### src/design/leb_pkg.sv
// Shared constants and types for the line edit buffer.
package leb_pkg;

   localparam int LINE_SIZE   = 256;
   localparam int CNT_W       = $clog2(LINE_SIZE + 1);
   localparam int CHAR_W      = 8;
   localparam int POS_W       = 9;
   localparam int IDX_W       = 8;
   localparam int GROUP_SIZE  = 16;
   localparam int GROUP_COUNT = (LINE_SIZE + GROUP_SIZE - 1) / GROUP_SIZE;
   localparam int REQ_DATA_W  = 16;
   localparam int RSP_DATA_W  = 32;

   localparam logic [CHAR_W-1:0] KEY_BACKSPACE = 8'h08;
   localparam logic [CHAR_W-1:0] KEY_NEWLINE   = 8'h0A;
   localparam logic [CHAR_W-1:0] KEY_LEFT      = 8'h83;
   localparam logic [CHAR_W-1:0] KEY_RIGHT     = 8'h84;

   localparam logic OP_KEY  = 1'b0;
   localparam logic OP_READ = 1'b1;

   typedef struct packed {
      logic              do_insert;
      logic              do_delete;
      logic [CNT_W-1:0]  cursor;
      logic [CNT_W-1:0]  length;
      logic [CHAR_W-1:0] key;
      logic [CNT_W-1:0]  read_idx;
   } cell_ctl_type;

endpackage

### src/design/leb_cell.sv
// One character cell of the line: shifts with its neighbors on insert and delete.
module leb_cell (
   input  logic                        clock,
   input  logic [leb_pkg::CNT_W-1:0]   cell_index,
   input  leb_pkg::cell_ctl_type       ctl,
   input  logic [leb_pkg::CHAR_W-1:0]  left_data,
   input  logic [leb_pkg::CHAR_W-1:0]  right_data,
   output logic [leb_pkg::CHAR_W-1:0]  data,
   output logic [leb_pkg::CHAR_W-1:0]  read_data
);

   logic [leb_pkg::CHAR_W-1:0] data_ff;
   logic [leb_pkg::CHAR_W-1:0] data_in;
   logic [leb_pkg::CNT_W-1:0]  next_index;

   assign next_index = cell_index + leb_pkg::CNT_W'(1);

   always_comb begin
      data_in = data_ff;
      if (ctl.do_insert) begin
         if (cell_index == ctl.cursor) begin
            data_in = ctl.key;
         end else if (cell_index > ctl.cursor && cell_index <= ctl.length) begin
            data_in = left_data;
         end
      end else if (ctl.do_delete) begin
         if (next_index >= ctl.cursor && next_index < ctl.length) begin
            data_in = right_data;
         end
      end
   end

   always_ff @(posedge clock) begin
      data_ff <= data_in;
   end

   assign data      = data_ff;
   assign read_data = (ctl.read_idx == cell_index) ? data_ff : '0;

endmodule

### config.mk
export PLATFORM = sky130hd
export DESIGN_NAME = leb_cell
export DESIGN_NICKNAME = d
export VERILOG_FILES = /design/src/design/leb_pkg.sv /design/src/design/leb_cell.sv
export SDC_FILE = /design/constraint.sdc
export NUM_CORES = 1
export LEC_CHECK = 0
export ABC_AREA = 1
export BUFFER_PORTS_ARGS = -buffer_cell sky130_fd_sc_hd__buf_4
export CAP_MARGIN = 20
export CORE_MARGIN = 3
export CORE_UTILIZATION = 48
export CTS_CLUSTER_SIZE = 28
export DETAILED_ROUTE_END_ITERATION = 10
export PLACE_DENSITY = 0.88
export REMOVE_ABC_BUFFERS = 1
export SYNTH_ARGS = -nofsm -noshare
export SYNTH_HDL_FRONTEND = slang
export SYNTH_SLANG_ARGS = --single-unit
### constraint.sdc
create_clock -name clock -period 2.34 [get_ports clock]
set_clock_uncertainty 0.1 [all_clocks]
set_input_delay 0 -clock clock [delete_from_list [all_inputs] [get_ports clock]]
set_output_delay 0 -clock clock [all_outputs]
set_load 0.03 [all_outputs]
; Yosys cells after proc, flatten, opt, wreduce, memory -nomap -nowiden
; Cells that the tools add are included.
[totals]
out_inout_bits = 16
inputBits = 63
register_bits = 8
[classes]
n_reduce_logical = 5
muxes = 6
eq_ne = 3
n_addsub = 1
magnitude_cmp = 4
[ops]
columns = cell, n
row1 = 8-bit 2-to-1 mux, 6
row2 = 9-bit == test, 2
row3 = "9-bit by 1-bit adder with 9-bit output, second input constant", 1
row4 = 9-bit >= comparator, 1
row5 = 9-bit greater-than comparator, 1
row6 = 9-bit less-or-equal comparator, 1
row7 = 9-bit less-than comparator, 1
row8 = 2-bit nonzero test, 2
row9 = "3-bit by 1-bit != test with 1-bit output, second input constant", 1
row10 = 3-bit AND reduction, 1
row11 = 1-bit logical AND, 2

; Depth between registers and ports, before layout
[depth]
depth_word = 6
mapped_depth = 16

; Worst setup path after synthesis
; OpenSTA, ideal clock, no wires.
[synth_path]
kind = input to register
start = in cell_index[0] (netlist name)
end = reg data_ff, in the netlist data[0], enable pin
setup_time_ns = 0.324
slack_ns = 0.201
t_arrival_ns = 1.715
n_path_buf = 0
required_ns = 1.916
path_stages = 16
path_cell_list = ha_1 > nand3_1 > nand3b_1 > nor2_1 > nand2_1 > xnor2_1 > ha_1 > nand2_1 > inv_1 > nand3_1 > nand3_1 > a21oi_1 > nand2_1 > nand2_1 > nand2_1 > inv_1
[synth_between]
elab_chain_cells = 5
[synth_lines]
columns = element, line
row1 = from (decl), leb_cell.sv:4  ; input logic [leb_pkg::CNT_W-1:0] cell_index,
row2 = 9-bit by 1-bit adder with 9-bit output, leb_cell.sv:16  ; assign next_index = cell_index + leb_pkg::CNT_W'(1);
row3 = 9-bit >= comparator or 9-bit less-than comparator (tied branches), leb_cell.sv:27  ; if (next_index >= ctl.cursor && next_index < ctl.length) begin
row4 = 1-bit logical AND, leb_cell.sv:27
row5 = 2-bit nonzero test (no source line), -
row6 = 3-bit AND reduction (no source line) *, -
row7 = to (signal assigned), leb_cell.sv:34  ; data_ff <= data_in;
row8 = to (decl), leb_cell.sv:12  ; logic [leb_pkg::CHAR_W-1:0] data_ff;
; Mark *: on every way between the ends. The rest lies on a longest branch, timed or not.
; A chain may end at the register's enable or synchronous reset.

; Worst setup path in the final report
[layout_path]
start = in cell_index[0] (netlist name)
end = reg data_ff, in the netlist data[4], data pin
[layout_between]
elab_chain_cells = 3
[layout_lines]
columns = element, line
row1 = 9-bit == test, leb_cell.sv:21  ; if (cell_index == ctl.cursor) begin
row2 = 8-bit 2-to-1 mux, leb_cell.sv:21
row3 = 8-bit 2-to-1 mux, leb_cell.sv:20  ; if (ctl.do_insert) begin
row4 = net data_in (one bit), leb_cell.sv:13  ; logic [leb_pkg::CHAR_W-1:0] data_in;
; The timed path passes the listed nets, and every way through them passes these cells.

==> impl_metrics.ini <==
[routing]
drt-total-wl_um = 6630
post-route-drc-count = 0
drtIter0Drc = 139
viasPerCell = 5.43
route.vias.total = 2200
ant_nets = 0
dr.pass1.iters = 5
wl_per_cell_um = 16.4

[finish]
largest_register_ff_count = 8
nets = 461
utilization_pct = 79.2
multi_input_area_um2 = 1340
fin_area_um2 = 2700
diodes = 0
nFillCells = 233
layout-drive-gt1-share_pct = 32.9
area_delta_synth_final_pct = 56.1
regArea_um2 = 240

[die]
initial_utilization_pct = 50.7
die_y_um = 66.1
rows = 21
boundaryPins = 79
die_w_um = 66.1
core_um2 = 3420
dieArea_um2 = 4360

[global_routing]
antenna_found_initial = 0
first_global_vias = 2085
grt_use_total_pct = 28.0
grt_pass1_wl_um = 9280
grt_max_degree = 17
overflow = 0

[critical_path]
worstPathRequired_ps = 2250
cp_max_fo = 14
crit_type = primary input to flop
worstPathArrival_ps = 2290
critPathLaunchType = primary input
setup.worst_path.end_class = flop

[placed_design]
io_buffer_count = 78
dpl.hpwl_um = 4040
gp_congestion = 0.863
placed_area_um2 = 2420
pre_cts_slack_ps = -174

[clock_network]
cts_max_level = 1
clock_path_buffers = 2
cts_tree = done
cts.sinks = 8
clk_pin_slew_ps = 70
cts_buffers = 3
root_buffer = clkbuf_4

[run]
cap_violations = 0

[pwr]
ir_drop_v = 0.000176
p_leak_nw = 1.56
pwr_density_cell_nw_per_um2 = 305

[logic_synthesis]
synthTopCellsByArea = ha_1, edfxtp_1, nand2_1
ys_seq_elements = 8
ys_warn_count = 0
yosysSeqAreaShare_pct = 13.9
syn_area_per_cell_um2 = 6.87
yosys.area.top_type = ha_1
synth_top_area_share_pct = 26.7
synth.distinct_cells = 23
syn_area_um2 = 1730
netlist_instances = 252

[sta]
setup_viol_count_final = 1
drv_slew = 0
hold_viol = 0
worst_pin_slew_ps = 402
period_minus_slack_ps = 2380
clock.fmax_mhz = 421
fin_crit_sh_pct = 102
hold_ws_ps = 58.7
slew_headroom_pct = 73.1
timing.final.ws_setup_ps = -35.8

[run_status]
run_status = finished, violations left
violations = negative setup slack

[min_path]
hold_class = primary input to flop
-- synthesized netlist by cell type --
| cell | count |
|---|---|
| clkinv_1 | 1 |
| nand3_2 | 1 |
| nor3b_2 | 1 |
| inv_1 | 53 |
| nand4_1 | 2 |
| ha_1 | 37 |
| edfxtp_1 | 8 |
| a21o_1 | 2 |
| nor2_1 | 24 |
| nor3_1 | 2 |
| a31oi_1 | 1 |
| o21a_1 | 1 |
| buf_4 | 1 |
| nand3_1 | 9 |
| xnor2_1 | 1 |
| o211ai_2 | 8 |
| nand2_1 | 64 |
| o21ai_0 | 1 |
| xor2_1 | 15 |
| nand2_2 | 2 |
| a21oi_1 | 11 |
| nand3b_1 | 6 |
| buf_6 | 1 |
-- per-stage QoR --
stage	cells	total power [mW]	TNS [ps]
6_report	405	0.825	-35.8
5_1_grt	405	0.880	-478
4_1_cts	400	0.743	0
3_5_place_dp	383	0.618	-1400
3_3_place_gp	383	0.602	-348
2_1_floorplan	250	0.428	0
-- layout by cell type (no fill, tap or decap), types with 2 or more instances in the layout --
| cell | instances |
|---|---|
| nor3_1 | 2 |
| inv_1 | 52 |
| nor2_1 | 21 |
| nand3_1 | 8 |
| nand3b_1 | 6 |
| xor2_1 | 15 |
| ha_4 | 2 |
| ha_1 | 35 |
| a21oi_1 | 11 |
| nand2_1 | 59 |
| nand2_2 | 7 |
| a21o_1 | 2 |
| o211ai_2 | 8 |
| edfxtp_1 | 8 |
| clkbuf_4 | 3 |
| nor2_2 | 2 |
| buf_4 | 90 |
| dlygate4sd3_1 | 16 |
| nand4_1 | 2 |
-- critical path, stage by stage --
cell           delay, ps
buf_4                100
buf_4                130
inv_1                 60
ha_1                 360
nand3_1              150
nor3b_2              310
nand3_4              230
o211ai_2             230
nand2_1              110
dlygate4sd3_1        600
-- power breakdown --
part | leakage [nW] | internal [mW] | total (mW) | switching, mW
sequential | 0.0754 | 0.183 | 0.197 | 0.0134
clock | 0.0138 | 0.0596 | 0.123 | 0.0630
combinational | 1.47 | 0.229 | 0.505 | 0.277
total | 1.56 | 0.472 | 0.825 | 0.353
-- final cells by class --
| class | count | share of cell area, % |
|---|---|---|
| clock buffers | 3 | 0.833 |
| repair buffers | 106 | 30.9 |
| multi-input cells | 188 | 49.6 |
| inverters | 54 | 7.68 |
| well taps | 46 | 2.13 |
| flip-flops and latches | 8 | 8.88 |
-- kinds of logic (layout without fill, tap and decap cells) --
group	after synthesis	after routing	synth area share, %
and+or+nand+nor	111	111	27.6
adders and majority gates	37	37	26.7
AOI/OAI and AO/OA	24	24	10.9
xor gates and xnor gates	16	16	8.09
buffers and inverters	56	163	12.8
DFF	8	8	13.9
-- what timing repair did --
action                                  in CTS  in global routing
endpoints found under the setup margin       0                 14
buffers inserted                             0                  3
resized for setup                            0                 18
endpoints found under the hold margin        8                  2
hold buffers                                14                  2
-- final timing paths --
check	from	endpoint	slack (ps)	depth (start not counted)
worst max-delay path	cell_index[0]	data[4]	-40	10
worst min-delay path	left_data[2]	data[2]	60	5
-- routing by layer --
layer	track usage, %	vias up	routed length, um
met1	30.0	989	2330
met4	16.5	0	435
li1	-	1020	-
met3	4.93	47	542
met2	50.6	144	3330
met5	0	-	0
Note: power is estimated with default switching activity, not from simulation.
